**config.mk**
```make
export PLATFORM = sky130hd
export DESIGN_NAME = rounded_rect_rasterizer_unit
export DESIGN_NICKNAME = d
export VERILOG_FILES = /design/src/hdl/rrr_pkg.sv /design/src/hdl/rrr_walk.sv /design/src/hdl/rrr_pixel.sv /design/src/hdl/rounded_rect_rasterizer_unit.sv
export SDC_FILE = /design/constraint.sdc
export NUM_CORES = 2
export LEC_CHECK = 0
export BUFFER_PORTS_ARGS = -buffer_cell sky130_fd_sc_hd__buf_2
export CORE_AREA = 2 2 475 477
export CTS_CLUSTER_DIAMETER = 80
export DETAILED_ROUTE_END_ITERATION = 7
export DIE_AREA = 0 0 477 479
export MAX_ROUTING_LAYER = met4
export PLACE_DENSITY_LB_ADDON = 0.2
export SYNTH_ARGS = -nofsm -noshare
export SYNTH_HDL_FRONTEND = slang
export SYNTH_SLANG_ARGS = --single-unit
```
**constraint.sdc**
```tcl
create_clock -name clk -period 23.1 [get_ports clk]
set_input_delay 0 -clock clk [delete_from_list [all_inputs] [get_ports clk]]
set_output_delay 0 -clock clk [all_outputs]
set_load 0.01 [all_outputs]
```
**src/hdl/rrr_pkg.sv**
```systemverilog
// Shared types and constants for the rounded rectangle rasterizer.
package rrr_pkg;

  localparam int DIM_W      = 13;  // buffer and rectangle sizes
  localparam int POS_W      = 12;  // edge coordinates and radius
  localparam int CNT_W      = 13;  // walk counters
  localparam int IDX_W      = 24;  // frame buffer index
  localparam int COLOR_W    = 32;
  localparam int LIMIT_W    = 2 * DIM_W;
  localparam int CFG_IDX_W  = 3;
  localparam int CFG_DATA_W = 32;

  localparam logic [7:0] ALPHA_OPAQUE = 8'd255;

  localparam logic [CFG_IDX_W-1:0] REG_BUFFER_WIDTH  = 3'd0;
  localparam logic [CFG_IDX_W-1:0] REG_BUFFER_HEIGHT = 3'd1;
  localparam logic [CFG_IDX_W-1:0] REG_RECT_LEFT     = 3'd2;
  localparam logic [CFG_IDX_W-1:0] REG_RECT_TOP      = 3'd3;
  localparam logic [CFG_IDX_W-1:0] REG_RECT_W        = 3'd4;
  localparam logic [CFG_IDX_W-1:0] REG_RECT_H        = 3'd5;
  localparam logic [CFG_IDX_W-1:0] REG_CORNER_RADIUS = 3'd6;
  localparam logic [CFG_IDX_W-1:0] REG_FILL_COLOR    = 3'd7;

  typedef enum logic [2:0] {
    PH_IDLE,
    PH_RECT1,
    PH_RECT2,
    PH_TL,
    PH_TR,
    PH_BL,
    PH_BR
  } phase_t;

  // One walk step as handed from the walker to the pixel stages
  typedef struct packed {
    logic             is_disc;
    logic             rect_keep;
    logic             rect_outside;
    logic [IDX_W-1:0] rect_idx;
    logic             done;
    logic             left;
    logic             top;
    logic [CNT_W-1:0] ic;
    logic [CNT_W-1:0] oc;
    logic [POS_W-1:0] r;
  } step_t;

  typedef struct packed {
    logic               write_valid;
    logic [IDX_W-1:0]   pixel_index;
    logic [COLOR_W-1:0] pixel_value;
    logic               blend_needed;
    logic               outside_buffer;
    logic               done_res;
  } result_t;

endpackage

```
**src/hdl/rrr_walk.sv**
```systemverilog
// Walk sequencer: phase and counters, rectangle index and early stop.
module rrr_walk (
  input  logic                         clk,
  input  logic                         rst,
  input  logic                         accept,
  input  logic                         restart,
  input  logic [rrr_pkg::DIM_W-1:0]    rect_w_s,
  input  logic [rrr_pkg::DIM_W-1:0]    rect_h_s,
  input  logic [rrr_pkg::DIM_W-1:0]    buffer_width_s,
  input  logic [rrr_pkg::POS_W-1:0]    rect_left,
  input  logic [rrr_pkg::POS_W-1:0]    rect_top,
  input  logic [rrr_pkg::POS_W-1:0]    corner_radius,
  input  logic [rrr_pkg::LIMIT_W-1:0]  limit,
  output rrr_pkg::step_t               step
);
  import rrr_pkg::*;

  localparam int RIDX_W = CNT_W + DIM_W + 2;

  typedef struct packed {
    logic             adv;
    logic [CNT_W-1:0] oc;
    logic [CNT_W-1:0] ic;
  } pos_t;

  // Skip rectangle positions that hold no candidate
  function automatic pos_t settle_rect(input logic [CNT_W-1:0] rows,
                                       input logic [CNT_W-1:0] cols,
                                       input logic [CNT_W-1:0] oc,
                                       input logic [CNT_W-1:0] ic);
    pos_t       res;
    logic [CNT_W:0] oc_inc;
    oc_inc = {1'b0, oc} + 1'b1;
    res.adv = 1'b0;
    res.oc  = oc;
    res.ic  = ic;
    if (rows == '0 || oc >= cols) begin
      res.adv = 1'b1;
    end else if (ic >= rows) begin
      if (oc_inc >= {1'b0, cols}) begin
        res.adv = 1'b1;
      end else begin
        res.oc = oc_inc[CNT_W-1:0];
        res.ic = '0;
      end
    end
    if (res.adv) begin
      res.oc = '0;
      res.ic = '0;
    end
    return res;
  endfunction

  phase_t           phase, phase_next;
  logic [CNT_W-1:0] outer_count, outer_count_next;
  logic [CNT_W-1:0] inner_count, inner_count_next;
  logic [POS_W-1:0] clamped_radius, clamped_radius_next;

  logic [POS_W-1:0] half_h, half_w, r_h, r_clamp, r_cur;
  logic             live;
  phase_t           ph0, ph_s;
  logic [CNT_W-1:0] oc0, ic0, oc_s, ic_s;
  logic [DIM_W-1:0] two_r, cols1, rows2;
  pos_t             set1, set2;
  logic [CNT_W-1:0] set2_oc, set2_ic;

  logic               in_rect1, in_rect, in_disc;
  logic [DIM_W-1:0]   x0, y0;
  logic [CNT_W-1:0]   rows_s;
  logic [CNT_W:0]     xc, yc, ic_inc, oc_inc;
  logic [RIDX_W-1:0]  row_base, idx_full;
  logic               stop, at_limit;
  logic               wrap_col, wrap_phase;

  // Radius clamp: half height, then half width
  assign half_h  = rect_h_s[DIM_W-1:1];
  assign half_w  = rect_w_s[DIM_W-1:1];
  assign r_h     = (corner_radius > half_h) ? half_h : corner_radius;
  assign r_clamp = (r_h > half_w) ? half_w : r_h;
  assign r_cur   = restart ? r_clamp : clamped_radius;
  assign live    = restart || (phase != PH_IDLE);

  assign ph0 = restart ? PH_RECT1 : phase;
  assign oc0 = restart ? '0 : outer_count;
  assign ic0 = restart ? '0 : inner_count;

  assign two_r = {r_cur, 1'b0};
  assign cols1 = (rect_w_s > two_r) ? rect_w_s - two_r : '0;
  assign rows2 = (rect_h_s > two_r) ? rect_h_s - two_r : '0;

  assign set2_oc = (ph0 == PH_RECT2) ? oc0 : '0;
  assign set2_ic = (ph0 == PH_RECT2) ? ic0 : '0;
  assign set1 = settle_rect(rect_h_s, cols1, oc0, ic0);
  assign set2 = settle_rect(rows2, rect_w_s, set2_oc, set2_ic);

  // Settled position
  always_comb begin
    ph_s = ph0;
    oc_s = oc0;
    ic_s = ic0;
    if (ph0 == PH_RECT1 && !set1.adv) begin
      oc_s = set1.oc;
      ic_s = set1.ic;
    end else if (ph0 == PH_RECT1 || ph0 == PH_RECT2) begin
      if (set2.adv) begin
        ph_s = PH_TL;
        oc_s = '0;
        ic_s = '0;
      end else begin
        ph_s = PH_RECT2;
        oc_s = set2.oc;
        ic_s = set2.ic;
      end
    end
  end

  // Rectangle candidate index and disc counter wraps
  assign in_rect1 = (ph_s == PH_RECT1);
  assign in_rect  = in_rect1 || (ph_s == PH_RECT2);
  assign in_disc  = live && !in_rect;
  assign x0       = in_rect1 ? DIM_W'(rect_left) + DIM_W'(r_cur) : DIM_W'(rect_left);
  assign y0       = in_rect1 ? DIM_W'(rect_top) : DIM_W'(rect_top) + DIM_W'(r_cur);
  assign rows_s   = in_rect1 ? rect_h_s : rows2;
  assign xc       = {1'b0, x0} + {1'b0, oc_s};
  assign yc       = {1'b0, y0} + {1'b0, ic_s};
  assign row_base = RIDX_W'(yc) * RIDX_W'(buffer_width_s);
  assign idx_full = row_base + RIDX_W'(xc);
  assign stop     = idx_full > RIDX_W'(limit);
  assign at_limit = idx_full == RIDX_W'(limit);

  assign ic_inc     = {1'b0, ic_s} + 1'b1;
  assign oc_inc     = {1'b0, oc_s} + 1'b1;
  assign wrap_col   = ic_inc > (CNT_W + 1)'(r_cur);
  assign wrap_phase = oc_inc > (CNT_W + 1)'(r_cur);

  // Next state
  always_comb begin
    phase_next          = phase;
    outer_count_next    = outer_count;
    inner_count_next    = inner_count;
    clamped_radius_next = clamped_radius;
    if (accept && live) begin
      clamped_radius_next = r_cur;
      phase_next          = ph_s;
      unique case (ph_s) inside
        PH_RECT1, PH_RECT2: begin
          if (stop) begin
            phase_next       = in_rect1 ? PH_RECT2 : PH_TL;
            outer_count_next = '0;
            inner_count_next = '0;
          end else if (ic_inc >= {1'b0, rows_s}) begin
            outer_count_next = oc_inc[CNT_W-1:0];
            inner_count_next = '0;
          end else begin
            outer_count_next = oc_s;
            inner_count_next = ic_inc[CNT_W-1:0];
          end
        end
        PH_TL, PH_TR, PH_BL, PH_BR: begin
          outer_count_next = oc_s;
          inner_count_next = ic_inc[CNT_W-1:0];
          if (wrap_col) begin
            inner_count_next = '0;
            outer_count_next = oc_inc[CNT_W-1:0];
            if (wrap_phase) begin
              outer_count_next = '0;
              unique case (ph_s)
                PH_TL:   phase_next = PH_TR;
                PH_TR:   phase_next = PH_BL;
                PH_BL:   phase_next = PH_BR;
                default: phase_next = PH_IDLE;
              endcase
            end
          end
        end
        default: begin
          phase_next = PH_IDLE;
        end
      endcase
    end
  end

  // Step handed to the pixel stages
  always_comb begin
    step.is_disc      = in_disc;
    step.rect_keep    = live && in_rect && !stop && !at_limit;
    step.rect_outside = live && in_rect && (stop || at_limit);
    step.rect_idx     = idx_full[IDX_W-1:0];
    step.done         = in_disc && (ph_s == PH_BR) && wrap_col && wrap_phase;
    step.left         = (ph_s == PH_TL) || (ph_s == PH_BL);
    step.top          = (ph_s == PH_TL) || (ph_s == PH_TR);
    step.ic           = ic_s;
    step.oc           = oc_s;
    step.r            = r_cur;
  end

  always_ff @(posedge clk) begin
    if (rst) begin
      phase          <= PH_IDLE;
      outer_count    <= '0;
      inner_count    <= '0;
      clamped_radius <= '0;
    end else begin
      phase          <= phase_next;
      outer_count    <= outer_count_next;
      inner_count    <= inner_count_next;
      clamped_radius <= clamped_radius_next;
    end
  end

endmodule

```
**src/hdl/rrr_pixel.sv**
```systemverilog
// Pixel stages: disc test and disc index, then the result register.
module rrr_pixel (
  input  logic                          clk,
  input  logic                          en_mid,
  input  logic                          en_out,
  input  rrr_pkg::step_t                step,
  input  logic [rrr_pkg::DIM_W-1:0]     rect_w_s,
  input  logic [rrr_pkg::DIM_W-1:0]     rect_h_s,
  input  logic [rrr_pkg::DIM_W-1:0]     buffer_width_s,
  input  logic [rrr_pkg::POS_W-1:0]     rect_left,
  input  logic [rrr_pkg::POS_W-1:0]     rect_top,
  input  logic [rrr_pkg::LIMIT_W-1:0]   limit,
  input  logic [rrr_pkg::COLOR_W-1:0]   fill_color,
  output rrr_pkg::result_t              result
);
  import rrr_pkg::*;

  localparam int D_W   = CNT_W + 1;          // signed disc offset
  localparam int SQ_W  = 2 * POS_W + 1;      // one square
  localparam int XY_W  = DIM_W + 3;          // signed pixel coordinate
  localparam int YP_W  = XY_W + DIM_W + 1;   // signed row base
  localparam int P_W   = YP_W + 1;

  logic signed [D_W-1:0]    dx, dy;
  logic signed [2*D_W-1:0]  dx_prod, dy_prod;
  logic [2*POS_W-1:0]       r_prod;
  logic [XY_W-1:0]          base_x, base_y;
  logic signed [XY_W-1:0]   x_pos, y_pos;
  logic signed [YP_W-1:0]   y_prod;

  // Middle stage registers
  logic                     m_is_disc, m_rect_keep, m_rect_outside, m_done;
  logic [IDX_W-1:0]         m_rect_idx;
  logic [SQ_W-1:0]          m_dx_sq, m_dy_sq;
  logic [2*POS_W-1:0]       m_r_sq;
  logic signed [XY_W-1:0]   m_x;
  logic signed [YP_W-1:0]   m_y_prod;

  logic [SQ_W:0]            sum_sq;
  logic                     in_disc_area;
  logic signed [P_W-1:0]    p;
  logic                     p_neg, p_ge, p_out, keep, outside;
  logic [IDX_W-1:0]         idx;
  result_t                  result_next;

  assign dx = $signed({1'b0, step.ic}) - (step.left ? $signed(D_W'(step.r)) : '0);
  assign dy = $signed({1'b0, step.oc}) - (step.top  ? $signed(D_W'(step.r)) : '0);
  assign dx_prod = (2*D_W)'(dx) * (2*D_W)'(dx);
  assign dy_prod = (2*D_W)'(dy) * (2*D_W)'(dy);
  assign r_prod  = (2*POS_W)'(step.r) * (2*POS_W)'(step.r);

  // Corner centre minus radius on the near side, far edge minus radius otherwise
  assign base_x = step.left ? XY_W'(rect_left)
                : XY_W'(rect_left) + XY_W'(rect_w_s) - XY_W'(step.r) - XY_W'(1);
  assign base_y = step.top ? XY_W'(rect_top)
                : XY_W'(rect_top) + XY_W'(rect_h_s) - XY_W'(step.r) - XY_W'(1);
  assign x_pos  = $signed(base_x + XY_W'(step.ic));
  assign y_pos  = $signed(base_y + XY_W'(step.oc));
  assign y_prod = YP_W'(y_pos) * YP_W'($signed({1'b0, buffer_width_s}));

  always_ff @(posedge clk) begin
    if (en_mid) begin
      m_is_disc      <= step.is_disc;
      m_rect_keep    <= step.rect_keep;
      m_rect_outside <= step.rect_outside;
      m_rect_idx     <= step.rect_idx;
      m_done         <= step.done;
      m_dx_sq        <= dx_prod[SQ_W-1:0];
      m_dy_sq        <= dy_prod[SQ_W-1:0];
      m_r_sq         <= r_prod;
      m_x            <= x_pos;
      m_y_prod       <= y_prod;
    end
  end

  assign sum_sq       = {1'b0, m_dx_sq} + {1'b0, m_dy_sq};
  assign in_disc_area = sum_sq < (SQ_W + 1)'(m_r_sq);
  assign p            = P_W'(m_x) + P_W'(m_y_prod);
  assign p_neg        = p[P_W-1];
  assign p_ge         = !p_neg && (p[P_W-2:0] >= (P_W - 1)'(limit));
  assign p_out        = p_neg || p_ge;

  always_comb begin
    if (m_is_disc) begin
      keep    = in_disc_area && !p_out;
      outside = in_disc_area && p_out;
      idx     = p[IDX_W-1:0];
    end else begin
      keep    = m_rect_keep;
      outside = m_rect_outside;
      idx     = m_rect_idx;
    end
    result_next.write_valid    = keep;
    result_next.pixel_index    = keep ? idx : '0;
    result_next.pixel_value    = keep ? fill_color : '0;
    result_next.blend_needed   = keep && (fill_color[COLOR_W-1 -: 8] != ALPHA_OPAQUE);
    result_next.outside_buffer = outside;
    result_next.done_res       = m_done;
  end

  always_ff @(posedge clk) begin
    if (en_out) begin
      result <= result_next;
    end
  end

endmodule

```
**src/hdl/rounded_rect_rasterizer_unit.sv**
```systemverilog
// Top level of the rounded rectangle rasterizer: registers, pipeline control.
//
//   channel   signals                              transfer when
//   -------   ----------------------------------   ---------------------------
//   config    cfg_we, cfg_index, cfg_data          cfg_we high
//   input     in_valid, in_ready, restart          in_valid and in_ready high
//   output    out_valid, out_ready, result fields  out_valid and out_ready high
//
// One tick is taken every cycle unless an output stall has filled the pipeline;
// its result passes the step, multiply and result registers in that order.
// The walk counters and phase advance in the transfer cycle, so the rectangle
// index multiply and limit compare set the walker's path.
// Synchronous reset clears the walk state and pipeline valids, sets a 640 by 480
// buffer, zeroes the other registers. An output stall holds every full stage.
module rounded_rect_rasterizer_unit #(
  parameter int unsigned MAX_DIM = 4096
) (
  input  logic                              clk,
  input  logic                              rst,
  input  logic                              cfg_we,
  input  logic [rrr_pkg::CFG_IDX_W-1:0]     cfg_index,
  input  logic [rrr_pkg::CFG_DATA_W-1:0]    cfg_data,
  input  logic                              in_valid,
  output logic                              in_ready,
  input  logic                              restart,
  output logic                              out_valid,
  input  logic                              out_ready,
  output logic                              write_valid,
  output logic [rrr_pkg::IDX_W-1:0]         pixel_index,
  output logic [rrr_pkg::COLOR_W-1:0]       pixel_value,
  output logic                              blend_needed,
  output logic                              outside_buffer,
  output logic                              done_res
);
  import rrr_pkg::*;

  localparam int unsigned DIM_MAXV = (1 << DIM_W) - 1;
  localparam logic [DIM_W-1:0] DIM_CAP =
    (MAX_DIM > DIM_MAXV) ? DIM_W'(DIM_MAXV) : DIM_W'(MAX_DIM);

  logic [DIM_W-1:0]   buffer_width, buffer_height, rect_w, rect_h;
  logic [POS_W-1:0]   rect_left, rect_top, corner_radius;
  logic [COLOR_W-1:0] fill_color;

  logic [DIM_W-1:0]   bw_s, bh_s, w_s, h_s;
  logic [LIMIT_W-1:0] limit;

  logic    en1, en_mid, en_out, accept;
  logic    s1_valid, s2_valid;
  step_t   step, s1_step;
  result_t result;

  always_ff @(posedge clk) begin
    if (rst) begin
      buffer_width  <= DIM_W'(640);
      buffer_height <= DIM_W'(480);
      rect_left     <= '0;
      rect_top      <= '0;
      rect_w        <= '0;
      rect_h        <= '0;
      corner_radius <= '0;
      fill_color    <= '0;
    end else if (cfg_we) begin
      unique case (cfg_index)
        REG_BUFFER_WIDTH:  buffer_width  <= cfg_data[DIM_W-1:0];
        REG_BUFFER_HEIGHT: buffer_height <= cfg_data[DIM_W-1:0];
        REG_RECT_LEFT:     rect_left     <= cfg_data[POS_W-1:0];
        REG_RECT_TOP:      rect_top      <= cfg_data[POS_W-1:0];
        REG_RECT_W:        rect_w        <= cfg_data[DIM_W-1:0];
        REG_RECT_H:        rect_h        <= cfg_data[DIM_W-1:0];
        REG_CORNER_RADIUS: corner_radius <= cfg_data[POS_W-1:0];
        REG_FILL_COLOR:    fill_color    <= cfg_data[COLOR_W-1:0];
        default: begin
        end
      endcase
    end
  end

  // Saturate sizes to the largest supported dimension
  assign bw_s  = (buffer_width  > DIM_CAP) ? DIM_CAP : buffer_width;
  assign bh_s  = (buffer_height > DIM_CAP) ? DIM_CAP : buffer_height;
  assign w_s   = (rect_w > DIM_CAP) ? DIM_CAP : rect_w;
  assign h_s   = (rect_h > DIM_CAP) ? DIM_CAP : rect_h;
  assign limit = LIMIT_W'(bw_s) * LIMIT_W'(bh_s);

  // Advance a stage when the one after it is empty or moving
  assign en_out   = !out_valid || out_ready;
  assign en_mid   = !s2_valid || en_out;
  assign en1      = !s1_valid || en_mid;
  assign in_ready = en1;
  assign accept   = in_valid && in_ready;

  rrr_walk u_walk (
    .clk            (clk),
    .rst            (rst),
    .accept         (accept),
    .restart        (restart),
    .rect_w_s       (w_s),
    .rect_h_s       (h_s),
    .buffer_width_s (bw_s),
    .rect_left      (rect_left),
    .rect_top       (rect_top),
    .corner_radius  (corner_radius),
    .limit          (limit),
    .step           (step)
  );

  always_ff @(posedge clk) begin
    if (en1) begin
      s1_step <= step;
    end
  end

  always_ff @(posedge clk) begin
    if (rst) begin
      s1_valid  <= 1'b0;
      s2_valid  <= 1'b0;
      out_valid <= 1'b0;
    end else begin
      if (en1) begin
        s1_valid <= in_valid;
      end
      if (en_mid) begin
        s2_valid <= s1_valid;
      end
      if (en_out) begin
        out_valid <= s2_valid;
      end
    end
  end

  rrr_pixel u_pixel (
    .clk            (clk),
    .en_mid         (en_mid),
    .en_out         (en_out),
    .step           (s1_step),
    .rect_w_s       (w_s),
    .rect_h_s       (h_s),
    .buffer_width_s (bw_s),
    .rect_left      (rect_left),
    .rect_top       (rect_top),
    .limit          (limit),
    .fill_color     (fill_color),
    .result         (result)
  );

  assign write_valid    = result.write_valid;
  assign pixel_index    = result.pixel_index;
  assign pixel_value    = result.pixel_value;
  assign blend_needed   = result.blend_needed;
  assign outside_buffer = result.outside_buffer;
  assign done_res       = result.done_res;

endmodule
```
* After elaboration in Yosys (flattened, before gate mapping) *
Index checks and enable logic that the tools add are counted.

word-level totals
  register bits = 440
  output and inout port bits = 62
  word-level logic and storage cells = 218

cells by class
  add/sub/neg operators = 23
  multipliers = 6
  magnitude comparators = 20
  eq/ne operators = 17
  mux-type cells = 59
  reduce and logical (&&, ||, !) cells = 52

operators with widths
  operator               count
  $mux 13                26
  $mux 26                5
  $mux 12                5
  $add 13x1->14 const B  4
  $mux 27                2
  $ge 13x13->1           4
  $gt 13x13->1 const B   4
  $pmux 13 s2            2
  $mul 14x14->25         2
  $ge 14x13->1           3
  $add 16x13->16         2
  $mux 16                2
  $sub 16x1->16 const B  2
  $sub 16x12->16         2
  $add 16x30->31         1
  $ge 30x26->1           1
  $mul 16x14->30         1
  $add 12x13->14         2
  $add 13x13->14         2
  $add 27x14->28         1
  $eq 28x26->1           1
  $gt 14x12->1           2
  $gt 28x26->1           1
  $sub 13x12->14         2
  other kinds (28)       98

* Longest topological paths before layout *
  depth after elaboration = 25
  gate-level depth with buffers = 104
  mapped depth without buffers = 96

* Hierarchy *
Synthesis repeated with hierarchy kept, for this count alone.

unflattened totals
  cell total of the unflattened synthesis = 7,932
  area total of the unflattened synthesis = 69,745.6 um^2

modules (own cells, without submodules)
  module                        times used  cells each  area an instance (um^2)
  rrr_pixel                     1           4,123       38,836.0
  rrr_walk                      1           2,416       18,539.0
  rounded_rect_rasterizer_unit  1           1,393       12,370.6

* Worst setup path before layout *
Ideal clock, no wire load.

  kind = register -> register
  start point = register rect_h[12]
  end point = register u_walk.outer_count[5]
  library setup time = 0.074 ns
  data arrival time = 18.953 ns
  required time = 23.026 ns
  path slack = 4.073 ns
  cell stages (with the launch flop) = 103
  period minus slack after synthesis = 19.027 ns
  cells stage by stage = dfxtp_1 -> clkbuf_1 -> clkbuf_1 -> nor2b_1 -> inv_1 -> ha_1 -> nor2b_1 -> o21ai_0 -> nand2b_1 -> a21oi_1 -> nor3_1 -> a2111oi_0 -> nor2_1 -> clkbuf_1 -> mux2_2 -> ha_1 -> a21o_1 -> a21oi_1 -> [... 67 more ...] -> nand2b_1 -> a21oi_1 -> o21bai_1 -> a21oi_1 -> xnor2_1 -> ha_1 -> a21o_1 -> a21o_1 -> a21oi_1 -> nor2b_1 -> o21ai_0 -> nand2_1 -> a21o_1 -> a211oi_2 -> nand2_1 -> nor3b_1 -> a2111o_1 -> a31oi_1

RTL lines
  element                   line                                text
  start: declaration        rounded_rect_rasterizer_unit.sv:41  logic [DIM_W-1:0] buffer_width, buffer_height, rect_w, rect_h;
  start signal: assignment  rounded_rect_rasterizer_unit.sv:70  REG_RECT_H: rect_h <= cfg_data[DIM_W-1:0];
  end signal: assignment    rrr_walk.sv:205                     outer_count <= outer_count_next;
  end: declaration          rrr_walk.sv:55                      logic [CNT_W-1:0] outer_count, outer_count_next;

==> metrics.md <==
| Metric | Value |
|---|---|
| Worst Tran Pin Value | 1270 ps |
| Most frequent CP cell | a21oi_1 |
| Slew margin rel. | 15.1% |
| Synthesized flop and latch total | 437 |
| Post-synth EDFFs | 273 |
| Worst Setup End Kind | flop |
| CP arrival | 22210 ps |
| Core ar. | 0.224 mm2 |
| First-pass GRT wire length | 336000 um |
| Worst Skew | 42.8 ps |
| Pin count of the biggest net entering global routing | 119 |
| Starting Density | 29.8% |
| Grt ovf | 0 |
| Final #Nets | 9276 |
| Layout cells sized above 1 | 5.88% |
| Final Non-Filler Cells | 10600 |
| Met1 GRT Util | 27.1% |
| Synth Cell Area | 0.0667 mm2 |
| FP Rows | 174 |
| RSZ-0062 raised after global routing | no |
| Fraction of registers with async set/reset | 0% |
| Post-synthesis average cell area | 8.97 um2 |
| Die ar. | 0.228 mm2 |
| Met3 Use GR | 1.84% |
| Commonest cells after routing, fill and taps aside | inv_1, nand2_1, fa_1 |
| Post-CTS setup buffers | 0 |
| Post-Route WL | 225000 um |
| Chip width | 477 um |
| WHS Endpoint | s1_step[67]$_DFFE_PN_ |
| Crit Reg-Reg Startpoint | rect_h[12]$_SDFFE_PP0P_ |
| H-tree depth | 3 |
| Initial antenna violation count | 8 |
| Skew-Pair Late Insertion Delay | 710 ps |
| Critical Path Source Type | flop |
| Worst reg2reg endpoint | u_walk.outer_count[9]$_SDFFE_PP0P_ |
| Cells after synthesis | 7430 |
| Syn-to-layout area delta | 10.5% |
| Num CTS Buffers | 69 |
| DRC | 0 |
| DPL Wire Length | 183000 um |
| Tmin final | 21620 ps |
| Data required, critical path | 23690 ps |
| Dpl cells | 10400 |
| Worst hold-check path type | input port to flop |
| GRT met2 Usage | 32.6% |
| DR iter-0 viols | 3608 |
| Status | finished, final reports clean |
| Worst path slowest cell | xor2_1 |
| GR peak layer | met2 |
| FF-to-FF path depth | 96 |
| Hold slack | 74.5 ps |
| Hold Path Depth | 3 |
| Worst reg-to-reg setup slack | 1480 ps |
| Synth warn | 0 |
| Vias in the first global route | 52500 |
| Worst path bufs/invs | 8 |
| Filler cells | 23400 |
| CTS tree | done |
| Final Cycle Share | 93.6% |
| DRT antenna net count | 0 |
| Vias per cell | 4.91 |
| I/O Pins | 103 |
| Netlist cell types | 106 |
| Worst-path maximum fanout | 21 |
| Worst path max stage delay | 620 ps |
| Layout Utilization | 32.9% |
| Max-cap violations | 0 |
| Port Buffers | 102 |
| Predominant post-synthesis flop cell | edfxtp_1 |
| Fin Setup TNS | 0 ps |
| Root Driver | clkbuf_16 |
| Clock-pin transition on the worst setup and hold timing paths | 50 ps |
| DR vias | 51900 |
| GP Congestion | 0.921 |
| Drt wl/cell | 21.3 um |
| Pre-antenna DRT Iters | 5 |
| Crit-path leading delay family | compound AO/OA/AOI/OAI gates |
| Hold Crit Start | restart |
| Final-report setup violation count | 0 |
| Die H | 479 um |
| Tot GR Track Use | 20.1% |
| FMAX | 0.0462 GHz |
| Max Slew Vio Count | 0 |
| Most common cell after layout, fill and taps aside | inv_1 |
| Sequential area share after synthesis | 17.2% |
| Clock Sinks | 437 |
| CTS Buffer Depth | 3 |
| WS Path Type | flop to flop |
| Final hold vios | 0 |
-- registers in the layout (all words and copies together) (netlist names), 13 cells and up --
| signal | cells |
|---|---|
| u_pixel.m_y_prod | 30 |
| rect_w | 13 |
| rect_h | 13 |
| buffer_height | 13 |
| u_pixel.m_dx_sq | 24 |
| u_pixel.m_r_sq | 23 |
| buffer_width | 13 |
| u_walk.outer_count | 13 |
| u_pixel.m_rect_idx | 24 |
| s1_step | 68 |
| u_pixel.m_x | 16 |
| u_pixel.result | 60 |
| fill_color | 32 |
| u_walk.inner_count | 13 |
| u_pixel.m_dy_sq | 24 |
-- kinds of logic after synthesis --
group	count (synthesis)	synth area share (%)
and+or+nand+nor	2245	15.2
adders and majority gates	1723	42.3
buffers and inverters	1415	8.02
AOI/OAI and AO/OA	1174	11.4
DFF	437	17.2
xor gates and xnor gates	391	5.14
muxes	44	0.724
other	1	0.00562
-- what timing repair did --
action                     CTS  global route
hold endpoints to repair   151             0
hold buffers                43             0
setup endpoints to repair    0            26
gates resized for setup      0             2
-- synth_stat cells (24+ instances only) --
cell,count,share of area (%)
a21boi_0,27,0.30
o21a_1,54,0.61
a21oi_1,432,3.2
edfxtp_1,273,12
nand2b_1,85,0.80
nor2b_1,121,1.1
dfxtp_1,164,4.9
nand2_1,909,5.1
ha_1,838,16
a31oi_1,24,0.23
inv_1,1160,6.5
o21bai_1,70,0.79
a21o_1,113,1.3
nor3_1,73,0.55
nand4_1,53,0.50
xnor2_1,294,3.9
o21ai_0,182,1.4
a211oi_1,41,0.46
mux2_2,30,0.51
and2_1,152,1.4
fa_1,885,27
or2_2,27,0.25
xor2_1,97,1.3
nand3_1,79,0.59
nor2_1,645,3.6
clkbuf_1,197,1.1
-- per-layer routing --
metal	part of all wire (%)	wire (um)
met3	4.4	9900
met5	0	0
met4	2.1	4810
met2	47	107000
met1	46	104000
-- worst min-delay path, stage by stage --
cell	delay [ps]
buf_2	100
buf_4	310
a21oi_1	210
-- how the worst max path moves through the flow --
stage               slack (ps)                                  to  cells past startpoint               startpoint
finish                    1480  u_walk.outer_count[9]$_SDFFE_PP0P_                     96  rect_h[12]$_SDFFE_PP0P_
global route                30  u_walk.outer_count[9]$_SDFFE_PP0P_                     96  rect_h[12]$_SDFFE_PP0P_
CTS                       1260  u_walk.outer_count[9]$_SDFFE_PP0P_                     96  rect_h[12]$_SDFFE_PP0P_
detailed placement        1370  u_walk.outer_count[9]$_SDFFE_PP0P_                     96  rect_h[12]$_SDFFE_PP0P_
global placement          1480  u_walk.outer_count[9]$_SDFFE_PP0P_                     96  rect_h[12]$_SDFFE_PP0P_
floorplan                 4070  u_walk.outer_count[5]$_SDFFE_PP0P_                    102  rect_h[12]$_SDFFE_PP0P_
-- area by class of cell --
| type | instances | area (um2) | share of cell area, % |
|---|---|---|---|
| clock inverters | 38 | 405 | 0.550 |
| clock buffers | 88 | 1910 | 2.59 |
| well taps | 2992 | 3740 | 5.08 |
| multi-input cells | 5581 | 50000 | 67.8 |
| flip-flops and latches | 437 | 11500 | 15.6 |
| repair buffers | 245 | 1710 | 2.32 |
| inverters | 1178 | 4420 | 6.01 |
| diodes | 6 | 15.0 | 0.0204 |
-- stage by stage --
stage	cell area [um2]	setup WS, ps
final	73700	1480
after global routing	73700	33.4
after CTS	73600	1260
after detailed placement	70900	1370
after global placement	70900	1480
after floorplan	66700	4070
Power is left out: the tool's default activity adds up to more than one toggle a clock period on the data nets, which glitch-free logic cannot reach.
